**src/bccni_pkg.sv**
```systemverilog
// Shared types and constants for the BCC lattice neighbour index block.
`default_nettype none

package bccni_pkg;

	// Fixed field widths
	localparam int IDX_W   = 26;
	localparam int DIR_W   = 4;
	localparam int REG_W   = 9;
	localparam int PADDR_W = 4;
	localparam int PDATA_W = 32;
	localparam int REG_IDX_W = 2;

	// Edge directions: axis steps below DIAG_BASE, diagonals up to NUM_DIRS - 1
	localparam logic [DIR_W-1:0] DIAG_BASE = DIR_W'(6);
	localparam logic [DIR_W-1:0] NUM_DIRS  = DIR_W'(14);

	// Register map (word index = paddr[3:2])
	localparam logic [REG_IDX_W-1:0] REG_GRID_X = 2'd0;
	localparam logic [REG_IDX_W-1:0] REG_GRID_Y = 2'd1;
	localparam logic [REG_IDX_W-1:0] REG_GRID_Z = 2'd2;

	localparam logic [REG_W-1:0] RESET_SIZE = REG_W'(8);

	// Per-item control carried alongside the arithmetic
	typedef struct packed {
		logic [DIR_W-1:0] dir;
		logic             in_main;
		logic             bad;
	} ctl_t;

endpackage

`default_nettype wire

```
**src/bccni_cfg.sv**
```systemverilog
// Grid size registers with APB-style access and effective size decode.
`default_nettype none

module bccni_cfg #(
	parameter int MAX_DIM = 256,
	localparam int DW = $clog2(MAX_DIM + 2)
) (
	input  logic                          clk,
	input  logic                          arst_n,
	input  logic                          psel,
	input  logic                          penable,
	input  logic                          pwrite,
	input  logic [bccni_pkg::PADDR_W-1:0] paddr,
	input  logic [bccni_pkg::PDATA_W-1:0] pwdata,
	output logic [bccni_pkg::PDATA_W-1:0] prdata,
	output logic                          pready,
	output logic [DW-1:0]                 g_x,
	output logic [DW-1:0]                 g_y,
	output logic [DW-1:0]                 g_z,
	output logic [DW-1:0]                 h_x,
	output logic [DW-1:0]                 h_y,
	output logic [DW-1:0]                 h_z
);

	logic [bccni_pkg::REG_W-1:0]     size_x_q;
	logic [bccni_pkg::REG_W-1:0]     size_y_q;
	logic [bccni_pkg::REG_W-1:0]     size_z_q;
	logic [bccni_pkg::REG_W-1:0]     rd_val;
	logic [bccni_pkg::REG_IDX_W-1:0] reg_idx;
	logic                            wr_en;

	// Clamp: zero reads as one, anything above MAX_DIM as MAX_DIM
	function automatic logic [DW-1:0] eff_size(input logic [bccni_pkg::REG_W-1:0] v);
		logic [DW-1:0] r;
		if (v == '0) begin
			r = DW'(1);
		end else if (32'(v) > 32'(MAX_DIM)) begin
			r = DW'(MAX_DIM);
		end else begin
			r = DW'(v);
		end
		return r;
	endfunction

	assign pready  = 1'b1;
	assign reg_idx = paddr[bccni_pkg::PADDR_W-1:2];
	assign wr_en   = psel && penable && pwrite && pready;

	always_ff @(posedge clk or negedge arst_n) begin
		if (!arst_n) begin
			size_x_q <= bccni_pkg::RESET_SIZE;
			size_y_q <= bccni_pkg::RESET_SIZE;
			size_z_q <= bccni_pkg::RESET_SIZE;
		end else if (wr_en) begin
			case (reg_idx)
				bccni_pkg::REG_GRID_X: size_x_q <= pwdata[bccni_pkg::REG_W-1:0];
				bccni_pkg::REG_GRID_Y: size_y_q <= pwdata[bccni_pkg::REG_W-1:0];
				bccni_pkg::REG_GRID_Z: size_z_q <= pwdata[bccni_pkg::REG_W-1:0];
				default: ;
			endcase
		end
	end

	always_comb begin
		case (reg_idx)
			bccni_pkg::REG_GRID_X: rd_val = size_x_q;
			bccni_pkg::REG_GRID_Y: rd_val = size_y_q;
			bccni_pkg::REG_GRID_Z: rd_val = size_z_q;
			default:               rd_val = '0;
		endcase
	end

	assign prdata = {{(bccni_pkg::PDATA_W - bccni_pkg::REG_W){1'b0}}, rd_val};

	assign g_x = eff_size(size_x_q);
	assign g_y = eff_size(size_y_q);
	assign g_z = eff_size(size_z_q);
	assign h_x = g_x + DW'(1);
	assign h_y = g_y + DW'(1);
	assign h_z = g_z + DW'(1);

endmodule

`default_nettype wire

```
**config.mk**
```make
export PLATFORM = sky130hd
export DESIGN_NAME = bccni_cfg
export DESIGN_NICKNAME = d
export VERILOG_FILES = /design/src/bccni_pkg.sv /design/src/bccni_cfg.sv
export SDC_FILE = /design/constraint.sdc
export NUM_CORES = 1
export LEC_CHECK = 0
export ABC_AREA = 1
export CAP_MARGIN = 20
export CORE_MARGIN = 3
export CORE_UTILIZATION = 45
export CTS_BUF_LIST = sky130_fd_sc_hd__clkbuf_8 sky130_fd_sc_hd__clkbuf_16
export CTS_CLUSTER_SIZE = 30
export DETAILED_ROUTE_END_ITERATION = 12
export DONT_BUFFER_PORTS = 1
export GPL_ROUTABILITY_DRIVEN = 0
export GPL_TIMING_DRIVEN = 0
export SLEW_MARGIN = 20
export SYNTH_ARGS = -nofsm -noshare
export SYNTH_HDL_FRONTEND = slang
export SYNTH_SLANG_ARGS = --single-unit
```
**constraint.sdc**
```tcl
create_clock -name clk -period 2.06 [get_ports clk]
set_input_delay 0.515 -clock clk [delete_from_list [all_inputs] [get_ports clk]]
set_output_delay 0.515 -clock clk [all_outputs]
set_load 0.01 [all_outputs]
```
# After elaboration in Yosys (flattened, before gate mapping)
# Cells that the tools add are included.
# Widths: inputs -> output; s select.
[totals]
ff_bits = 27
inputBits = 41
elab_cells = 27
output_inout_bits = 87
[classes]
magnitude_cmp = 3
n_addsub = 3
reduce_logical = 9
n_mux = 7
eq_ne = 2
[op_table]
columns = ["cell", "n"]
rows = [
  ["$mux 9", 6],
  ["$add 9x1->9 const B", 3],
  ["$gt 9x9->1 const B", 3],
  ["$logic_not 9->1", 3],
  ["$pmux 9 s3", 1],
  ["$reduce_and 2->1", 3],
  ["$eq 2x1->1 const B", 1],
  ["$eq 2x2->1 const B", 1],
  ["$logic_and 1x1->1", 2],
  ["$logic_not 2->1", 1],
]

# Logic depth before layout (Yosys ltp)
# Gate-level depths: netlist of run 1.
[logic_depth]
ltp_word = 4
depth_mapped = 13
mapped_depth_nobuf = 12

# Worst setup path after synthesis of run 1
# No wires, ideal clock.
[synth_path]
path_type = "flip-flop to output port"
startpoint = "reg size_x_q[6] (netlist name)"
endpoint = "out h_x[8]"
required_ns = 1.545
path_buffers = 1
path_stages_with_launch = 12
setup_slack_ns = -0.255
arrival_time_ns = 1.800
cell_sequence = "dfrtp_1 > buf_6 > nor2_1 > nand2_1 > o21ai_2 > inv_1 > nor2_1 > ha_1 > inv_1 > nor2_2 > nand3_2 > o21ai_1"
[synth_via]
elab_chain_len = 4
elab_cells_between_ends = 5
cone_classes = "1 x add/sub; 1 x order compare; 2 x mux; 1 x reduce/logical"
[synth_lines]
columns = ["element", "line_no", "source"]
rows = [
  ["start, declared", "bccni_cfg.sv:25", "logic [bccni_pkg::REG_W-1:0] size_x_q;"],
  ["start signal, assigned", "bccni_cfg.sv:51", "size_x_q <= bccni_pkg::RESET_SIZE;"],
  ["start signal, assigned", "bccni_cfg.sv:56", "bccni_pkg::REG_GRID_X: size_x_q <= pwdata[bccni_pkg::REG_W-1:0];"],
  ["$gt 9x9->1", "bccni_cfg.sv:37", "end else if (32'(v) > 32'(MAX_DIM)) begin"],
  ["$mux 9", "bccni_cfg.sv:37", ""],
  ["$mux 9 *", "bccni_cfg.sv:35", "if (v == '0) begin"],
  ["net g_x[1]", "bccni_cfg.sv:17", "output logic [DW-1:0] g_x,"],
  ["$add 9x1->9 *", "bccni_cfg.sv:78", "assign h_x = g_x + DW'(1);"],
  ["end, declared", "bccni_cfg.sv:20", "output logic [DW-1:0] h_x,"],
]
# Mark *: on every way through the listed nets, which the timed path passes. The rest lies on a longest branch.

# Worst setup path in the final report of run 1
[layout_path]
startpoint = "reg size_x_q[1] (netlist name)"
endpoint = "out h_x[8]"
# The elaborated chain is that of the path after synthesis.

==> results of run 1 <==
-- per-layer routing --
layer | wire length (µm) | part of all wire, % | up-vias | global-route usage (%)
li1 | - | - | 1060 | -
met1 | 2970 | 44 | 970 | 29.3
met2 | 3210 | 48 | 84 | 34.0
met3 | 481 | 7.1 | 6 | 4.11
met4 | 69 | 1.0 | 0 | 5.34
met5 | 0 | 0 | - | 0
-- state kept, by name (all words and copies together), names as in the netlist --
signal and cells:
size_x_q 9, size_y_q 9, size_z_q 9
-- what timing repair did --
action	in CTS	in global routing
setup endpoints to repair	21	26
hold endpoints to repair	24	0
hold buffers	1	0
pin swaps	27	25
cloned	0	1
gates resized for setup	34	39
buffers inserted	23	17
-- metrics by stage --
step / utilization (%) / area [µm²]
6_report: 67.2 / 3240
5_1_grt: 67.2 / 3240
4_1_cts: 61.6 / 2970
3_5_place_dp: 53.2 / 2560
3_3_place_gp: 53.2 / 2560
2_1_floorplan: - / 2480
-- layout make-up --
type	instances	share of cell area, %
buffer	33	8.55
clock buffer	3	1.28
clock inverter	1	0.232
inverter	52	6.65
multi-input combinational	224	49.2
sequential	27	21.2
tap	67	2.59
timing repair buffer	42	10.3
-- power groups by stage --
stage               logic (mW)  clock network [mW]  registers (mW)
detailed placement        1.02                   0           0.821
global placement          1.01                   0           0.818
CTS                       1.33               0.318           0.766
global route              1.67               0.338           0.791
floorplan                0.892                   0           0.760
finish                    1.53               0.312           0.779
-- worst max-delay path by stage --
stage               cells after the start  endpoint   startpoint  slack [ns]
finish                                 10    h_x[8]  size_x_q[1]       -0.44
global route                           12    h_x[6]  size_x_q[1]       -0.57
CTS                                    13    h_x[6]  size_x_q[6]       -0.47
detailed placement                     12    h_x[6]  size_x_q[1]       -0.24
global placement                       10    h_z[8]  size_z_q[7]       -0.20
floorplan                              13    h_x[6]  size_x_q[6]       -0.07
-- worst reg2reg max path, delay by kind of cell, from the launching register on --
kind	cells	cell delay, ns
compound gates	1	0.04
buf+inv	3	0.42
flops	1	0.40
simple gates	1	0.06
-- synth_stat cells, types with 2 or more instances --
| cell | number |
|---|---|
| o221ai_1 | 6 |
| ha_1 | 3 |
| nor2_1 | 24 |
| nand2_1 | 83 |
| nand2_2 | 2 |
| nand4_1 | 2 |
| o21ai_2 | 19 |
| xor2_1 | 9 |
| nand2_4 | 3 |
| conb_1 | 2 |
| inv_1 | 43 |
| nor2_4 | 5 |
| inv_2 | 8 |
| o21ai_1 | 13 |
| buf_12 | 2 |
| nand3_1 | 14 |
| nor2_2 | 7 |
| buf_6 | 3 |
| dfstp_2 | 3 |
| xnor2_1 | 3 |
| nand3_2 | 3 |
| dfrtp_1 | 24 |
| buf_4 | 25 |
| clkbuf_1 | 3 |
-- kinds of logic after synthesis --
family	Yosys count
other cells	2
flops	27
buf+inv	85
fa+ha+maj	3
xor+xnor	12
compound gates	39
simple gates	146
==> results.yml, run 1 <==
min_path:
  holdCritPathClass: "in2async"
timing:
  tns_ns: -4.68
  worstMarginPinSlew_ns: 0.571
  setup_viol: 21
  whs_ns: 0.0585
  slew_headroom_pct: 61.8
  finalCritPeriodShare_pct: 121
  clock_skew_ns: 0
  worst_slack_ns: -0.442
  slew_violations: 0
  fmax_ghz: 0.400
  rsz0062_at_grt: "true"
  finalHoldViolCount: 0
  finalCriticalPeriod_ns: 2.50
setup_path:
  end_kind: "primary output"
  crit_buf_inv: 2
  crit_arrival_ns: 1.99
  rr_worst_depth: 5
  slowest_stage: "dfrtp_2"
  crit_chain: "nor2_2 > nand2_1 > o21ai_4 > inv_2 > nor2_4 > ha_4 > inv_4 > nor2_4 > nand3_4 > o21ai_2"
  r2r_setup_slack_ns: 1.04
  slowest_delay_ns: 0.46
  timing.critical_path.required_ns: 1.54
  startpoint_type: "flip-flop"
  crit_top_cell: "nor2_4"
  worstPathMaxFanout: 5
  reg2reg_from: "size_y_q[8]"
  crit_type: "reg2out"
  r2r-end: "size_y_q[8]"
  crit_family: "simple AND/OR/NAND/NOR gates"
global_route:
  grt_pass1_wl_um: 10000
  grt_start_max_net_pins: 25
  grt_pass1_vias: 1953
  grt_use_total_pct: 21.2
  antenna_found_initial: 0
  grt-ovfl-total: 0
routing:
  drc_errors: 0
  wl_per_cell_um: 15.0
  vias: 2120
  first_pass_iters: 4
  drt-total-wl_um: 6740
  via_per_inst: 4.72
  drt_iter0_drc: 91
  drtAntennaViolNets: 0
status:
  violations: "negative setup slack"
  status: "complete, but fails checks"
yosys:
  synth_compound_area_share_pct: 12.7
  synth_fa_ha_area_share_pct: 1.64
  synth-async-reset-ratio_pct: 100
  synth_top_flop_cell: "dfrtp_1"
  synth_cell_types: 29
  synth-edff-count: 0
  synth-seq-cells: 27
  synthTopCellsByArea: "dfrtp_1, nand2_1, buf_4"
  synth_area_leader_cell: "dfrtp_1"
  synth_top_family_by_area: "simple AND/OR/NAND/NOR gates"
  synthMuxAreaShare_pct: 0
  syn_area_mm2: 0.00229
  ys_seq_area_share_pct: 29.7
  ys_warn_count: 0
  synthCells: 314
  synth_top_area_share_pct: 26.2
  syn_avg_cell_area_um2: 7.29
  synthSimpleGateAreaFrac_pct: 30.3
  synth_xor_area_share_pct: 4.59
clock_tree:
  tritoncts: "yes"
  clkTransAtPathRegs_ns: 0.10
  root_buffer: "clkbuf_8"
  htreeDepth: 1
  cts_buffers: 3
  clock_latency_ns: 0.28
  clockBufferDepth: 2
  cts_sinks: 27
finish:
  final_nets: 427
  fill_cells: 429
  area_growth_pct: 41.4
  seq_area_um2: 687
  final_common_cell: "nand2_1"
  stdcell_count: 449
  drive_gt1_share_pct: 50.0
  final_cell_mix: "nand2_1, buf_4, inv_1"
  multiInputGateArea_mm2: 0.00159
  diodes: 0
placement:
  place_inst: 403
  post-place-ws_ns: -0.236
  dp_hpwl_um: 4610
  io_buffers: 0
power_and_ir_drop:
  ir_drop_uv: 507
  p_per_area_mw_per_mm2: 810
  p_sw_share_pct: 46.8
  seq_power_share_pct: 29.7
  internal_power_mw: 1.39
  finalPower_mw: 2.62
  switchingPower_mw: 1.23
  comb_power_share_pct: 58.4
  clkPwrFrac_pct: 11.9
  leakage_nw: 1.64
floorplanning:
  core.rowCount: 25
  die_w_um: 77.3
  core_area_mm2: 0.00482
  die_area_mm2: 0.00598
  die_y_um: 77.3
  io_pins: 128
  initial_core_util_pct: 47.5
flow_run:
  max_cap_viol_count: 0
No activity file was read; power rests on OpenSTA's default activity.
==> run 2: changes to the inputs <==
--- a/config.mk
+++ b/config.mk
@@ -5,7 +5,7 @@
 export SDC_FILE = /design/constraint.sdc
 export NUM_CORES = 1
 export LEC_CHECK = 0
-export ABC_AREA = 1
+export ABC_AREA = 0
 export CAP_MARGIN = 20
 export CORE_MARGIN = 3
 export CORE_UTILIZATION = 45
==> results.yml, run 2 <==
setup_path:
  startpoint_type: "flip-flop"
  end_kind: "primary output"
  rr_worst_depth: 2
  crit_buf_inv: 0
  timing.critical_path.required_ns: 1.54
  r2r_setup_slack_ns: 0.96
  r2r-end: "size_z_q[8]"
  crit_family: "simple AND/OR/NAND/NOR gates"
  worstPathMaxFanout: 2
  crit_type: "reg2out"
  slowest_stage: "dfrtp_2"
  slowest_delay_ns: 0.43
  crit_chain: "nor4_2 > a21oi_1 > nor2_2 > ha_4 > nand4b_1 > nor2_1 > xor2_1"
  crit_arrival_ns: 2.03
  reg2reg_from: "size_z_q[8]"
yosys:
  syn_avg_cell_area_um2: 9.60
  synth_area_leader_cell: "dfrtp_1"
  synth_top_area_share_pct: 28.8
  synthCells: 217
  ys_warn_count: 0
  synthTopCellsByArea: "dfrtp_1, mux2_2, buf_4"
  synth-seq-cells: 27
  synth-async-reset-ratio_pct: 100
  syn_area_mm2: 0.00208
  synth_top_flop_cell: "dfrtp_1"
  synth-edff-count: 0
  synthTopCellsByCount: "buf_4, dfrtp_1, nor2b_1, mux2_2, nand2_1"
  synth_cell_types: 39
  ys_seq_area_share_pct: 32.6
finish:
  final_cell_mix: "buf_4, conb_1, mux2_2"
  stdcell_count: 319
  area_growth_pct: 39.8
  reg.largest.list: "size_x_q: 9 flops, size_y_q: 9 flops, size_z_q: 9 flops"
  fill_cells: 334
  fin_util_pct: 66.0
  drive_gt1_share_pct: 56.9
  final_common_cell: "buf_4"
  diodes: 0
  final_nets: 312
global_route:
  grt_pass1_wl_um: 8010
  antenna_found_initial: 0
  grt_pass1_vias: 1557
  grt_use_total_pct: 19.1
  grt-ovfl-total: 0
  grt_start_max_net_pins: 25
placement:
  post-place-ws_ns: -0.367
  io_buffers: 0
  place_inst: 291
  dp_hpwl_um: 3750
clock_tree:
  clockBufferDepth: 2
  root_buffer: "clkbuf_8"
  cts_sinks: 27
  clock_latency_ns: 0.27
  htreeDepth: 1
  cts_buffers: 3
  tritoncts: "yes"
  clkTransAtPathRegs_ns: 0.09
routing:
  wl_per_cell_um: 17.8
  drt_iter0_drc: 94
  drtAntennaViolNets: 0
  drt-total-wl_um: 5670
  vias: 1707
  drc_errors: 0
  first_pass_iters: 6
  via_per_inst: 5.35
floorplanning:
  io_pins: 128
  die_area_mm2: 0.00548
  core.rowCount: 24
  die_w_um: 74.0
  core_area_mm2: 0.00441
  die_y_um: 74.0
  initial_core_util_pct: 47.2
timing:
  slew_headroom_pct: 51.7
  setup_viol: 15
  worst_slack_ns: -0.482
  finalHoldViolCount: 0
  fmax_ghz: 0.393
  worstMarginPinSlew_ns: 0.720
  rsz0062_at_grt: "true"
  finalCriticalPeriod_ns: 2.54
  finalCritPeriodShare_pct: 123
  whs_ns: 0.0490
  slew_violations: 0
  clock_skew_ns: 0
min_path:
  holdCritPathClass: "in2async"
status:
  status: "complete, but fails checks"
  violations: "negative setup slack"
power_and_ir_drop:
  leakage_nw: 1.33
  p_per_area_mw_per_mm2: 876
  ir_drop_uv: 451
flow_run:
  max_cap_viol_count: 0
-- run 2: what timing repair did --
item                                    4_1_cts  5_1_grt
hold buffers                                  1        0
endpoints found under the hold margin        24        0
endpoints found under the setup margin       24       34
buffers inserted                             15       10
resized for setup                            56       33
cloned                                        0        0
pin swaps                                    19       17
-- run 2: through the flow --
| step | instance area (µm²) | total power, mW | TNS (ns) |
|---|---|---|---|
| final | 2910 | 2.55 | -4.21 |
| after global routing | 2910 | 2.70 | -5.85 |
| after CTS | 2720 | 2.38 | -4.46 |
| after detailed placement | 2270 | 1.78 | -2.43 |
| after global placement | 2270 | 1.77 | -2.51 |
| after floorplan | 2210 | 1.61 | -0.580 |
-- run 2: cells by family (layout without fill, tap and decap cells) --
family                   Yosys count  count (layout)  synth area share (%)
flip-flops                        27              27                  32.6
XOR/XNOR                          17              17                  7.15
buffers and inverters             38              66                  11.7
other                              2              24                 0.360
AO/OA/AOI/OAI                     17              17                  4.93
multiplexers                      36              36                  20.5
AND/OR/NAND/NOR                   77              77                  20.9
adder cells (fa/ha/maj)            3               3                  1.80
-- run 2: where the power goes --
part | internal [mW] | total [mW] | switching, mW | leakage (nW)
combinational | 0.649 | 1.38 | 0.733 | 0.984
clock | 0.134 | 0.294 | 0.160 | 0.0269
sequential | 0.672 | 0.875 | 0.203 | 0.315
total | 1.45 | 2.55 | 1.10 | 1.33
-- run 2: how the worst max path moves through the flow --
stage | start | end | slack [ns] | cells after the start
6_report | size_y_q[5] | h_y[6] | -0.48 | 7
5_1_grt | size_y_q[5] | h_y[6] | -0.60 | 7
3_5_place_dp | size_z_q[5] | h_z[6] | -0.37 | 7
2_1_floorplan | size_z_q[7] | h_z[6] | -0.14 | 7
3_3_place_gp | size_y_q[5] | h_y[6] | -0.37 | 7
4_1_cts | size_y_q[5] | h_y[6] | -0.49 | 7
-- run 2: layout make-up --
class                           instances  area, µm²  share of cell area (%)
Clock buffer                            3       41.3                    1.42
Timing Repair Buffer                   24        219                    7.52
Tap cell                               52       65.1                    2.23
Multi-Input combinational cell        174       1640                    56.1
Inverter                                2       7.51                   0.258
Sequential cell                        27        691                    23.7
Clock inverter                          1       3.75                   0.129
Buffer                                 36        250                    8.59
-- run 2: metal layers --
layer  track usage (%)  wire length, µm  vias to the layer above
met1              25.2             2270                      833
met5                 0                0                        -
met3              5.14              466                        2
li1                  -                -                      797
met4              2.82               27                        0
met2              32.3             2910                       75
==> run 3: changes to the inputs <==
--- a/config.mk
+++ b/config.mk
@@ -15,6 +15,7 @@
 export DONT_BUFFER_PORTS = 1
 export GPL_ROUTABILITY_DRIVEN = 0
 export GPL_TIMING_DRIVEN = 0
+export MAX_ROUTING_LAYER = met4
 export SLEW_MARGIN = 20
 export SYNTH_ARGS = -nofsm -noshare
 export SYNTH_HDL_FRONTEND = slang
==> results.yml, run 3 (synthesis results as in run 2) <==
setup_path:
  crit_buf_inv: 0
  startpoint_type: "flip-flop"
  timing.critical_path.required_ns: 1.54
  crit_chain: "nor4_2 > a21oi_1 > nor2_2 > ha_4 > nand4b_1 > nor2_1 > xor2_1"
  end_kind: "primary output"
  worstPathMaxFanout: 2
  slowest_stage: "dfrtp_2"
  slowest_delay_ns: 0.43
  crit_arrival_ns: 2.03
  crit_type: "reg2out"
  crit_family: "simple AND/OR/NAND/NOR gates"
power_and_ir_drop:
  finalPower_mw: 2.55
  p_per_area_mw_per_mm2: 875
  leakage_nw: 1.33
  ir_drop_uv: 453
floorplanning:
  die_area_mm2: 0.00548
  initial_core_util_pct: 47.2
  die_w_um: 74.0
  core_area_mm2: 0.00441
  core.rowCount: 24
  io_pins: 128
  die_y_um: 74.0
finish:
  diodes: 0
  stdcell_count: 319
  final_common_cell: "buf_4"
  final_nets: 312
  area_growth_pct: 39.8
  fin_area_mm2: 0.00291
  fill_cells: 334
  drive_gt1_share_pct: 56.9
  fin_util_pct: 66.0
  final_cell_mix: "buf_4, conb_1, mux2_2"
  reg.largest.list: "size_x_q: 9 flops, size_y_q: 9 flops, size_z_q: 9 flops"
routing:
  first_pass_iters: 4
  highest_layer: "met4"
  drc_errors: 0
  drt-total-wl_um: 5670
  wl_per_cell_um: 17.8
  wl_met1_um: 2260
  via_per_inst: 5.34
  wl_met2_um: 2940
  drtAntennaViolNets: 0
  met3_length_um: 447
  vias: 1702
  drt_iter0_drc: 75
timing:
  finalCriticalPeriod_ns: 2.54
  finalCritPeriodShare_pct: 123
  whs_ns: 0.0448
  worstMarginPinSlew_ns: 0.726
  slew_headroom_pct: 51.4
  finalHoldViolCount: 0
  setup_viol: 15
  rsz0062_at_grt: "true"
  clock_skew_ns: 0
  tns_ns: -4.21
  slew_violations: 0
  worst_slack_ns: -0.480
  fmax_ghz: 0.394
global_route:
  grt_start_max_net_pins: 25
  grt_use_total_pct: 19.7
  grt_pass1_vias: 1561
  antenna_found_initial: 0
  grt-ovfl-total: 0
  grt_pass1_wl_um: 7990
flow_run:
  max_cap_viol_count: 0
clock_tree:
  clockBufferDepth: 2
  clkTransAtPathRegs_ns: 0.09
  htreeDepth: 1
  clock_latency_ns: 0.27
  cts_buffers: 3
  root_buffer: "clkbuf_8"
  cts_sinks: 27
  tritoncts: "yes"
placement:
  io_buffers: 0
  post-place-ws_ns: -0.367
  dp_hpwl_um: 3750
  place_inst: 291
  postPlaceCellArea_mm2: 0.00227
min_path:
  holdCritPathClass: "in2async"
status:
  status: "complete, but fails checks"
  violations: "negative setup slack"
run 3: worst reg2reg max path, cell delays in order, from the launching register on:
cell and delay (ns):
dfrtp_1 0.47, clkbuf_4 0.25, mux2_4 0.27
run 3: power by group:
| group | total [mW] | leakage [nW] | switching, mW | internal (mW) |
|---|---|---|---|---|
| Clock | 0.295 | 0.0269 | 0.161 | 0.134 |
| Sequential | 0.875 | 0.315 | 0.203 | 0.672 |
| Combinational | 1.38 | 0.984 | 0.730 | 0.649 |
run 3: path summary, 6_finish.rpt:
path / end / startpoint / slack (ns) / cells past startpoint
setup / recovery: h_y[6] / size_y_q[5] / -0.48 / 7
hold / removal: size_y_q[1] / arst_n / 0.04 / 1
setup reg to reg: size_z_q[8] / size_z_q[8] / 0.97 / 2
hold reg to reg: size_y_q[0] / size_y_q[0] / 0.59 / 1
max in group asynchronous: size_z_q[7] / arst_n / 1.85 / 1
min in group clk: size_z_q[5] / pwdata[5] / 0.38 / 1
run 3: final cells by class:
type                       count  area (µm²)  area share, %
multi-input combinational    174        1640           56.1
tap                           52        65.1           2.23
clock buffer                   3        41.3           1.42
inverter                       2        7.51          0.258
buffer                        36         250           8.59
clock inverter                 1        3.75          0.129
timing repair buffer          24         219           7.52
sequential                    27         691           23.7
run 3: repair_timing:
action	CTS	global route
hold buffers	1	0
resized for setup	56	33
setup buffers	15	10
pin swaps	19	17
setup endpoints to repair	24	34
hold endpoints to repair	24	0
run 3: metal layers:
| metal | vias up | GRT usage [%] |
|---|---|---|
| met5 | - | - |
| met4 | 0 | 2.82 |
| met3 | 2 | 4.32 |
| met2 | 75 | 32.6 |
| met1 | 828 | 25.3 |
| li1 | 797 | - |
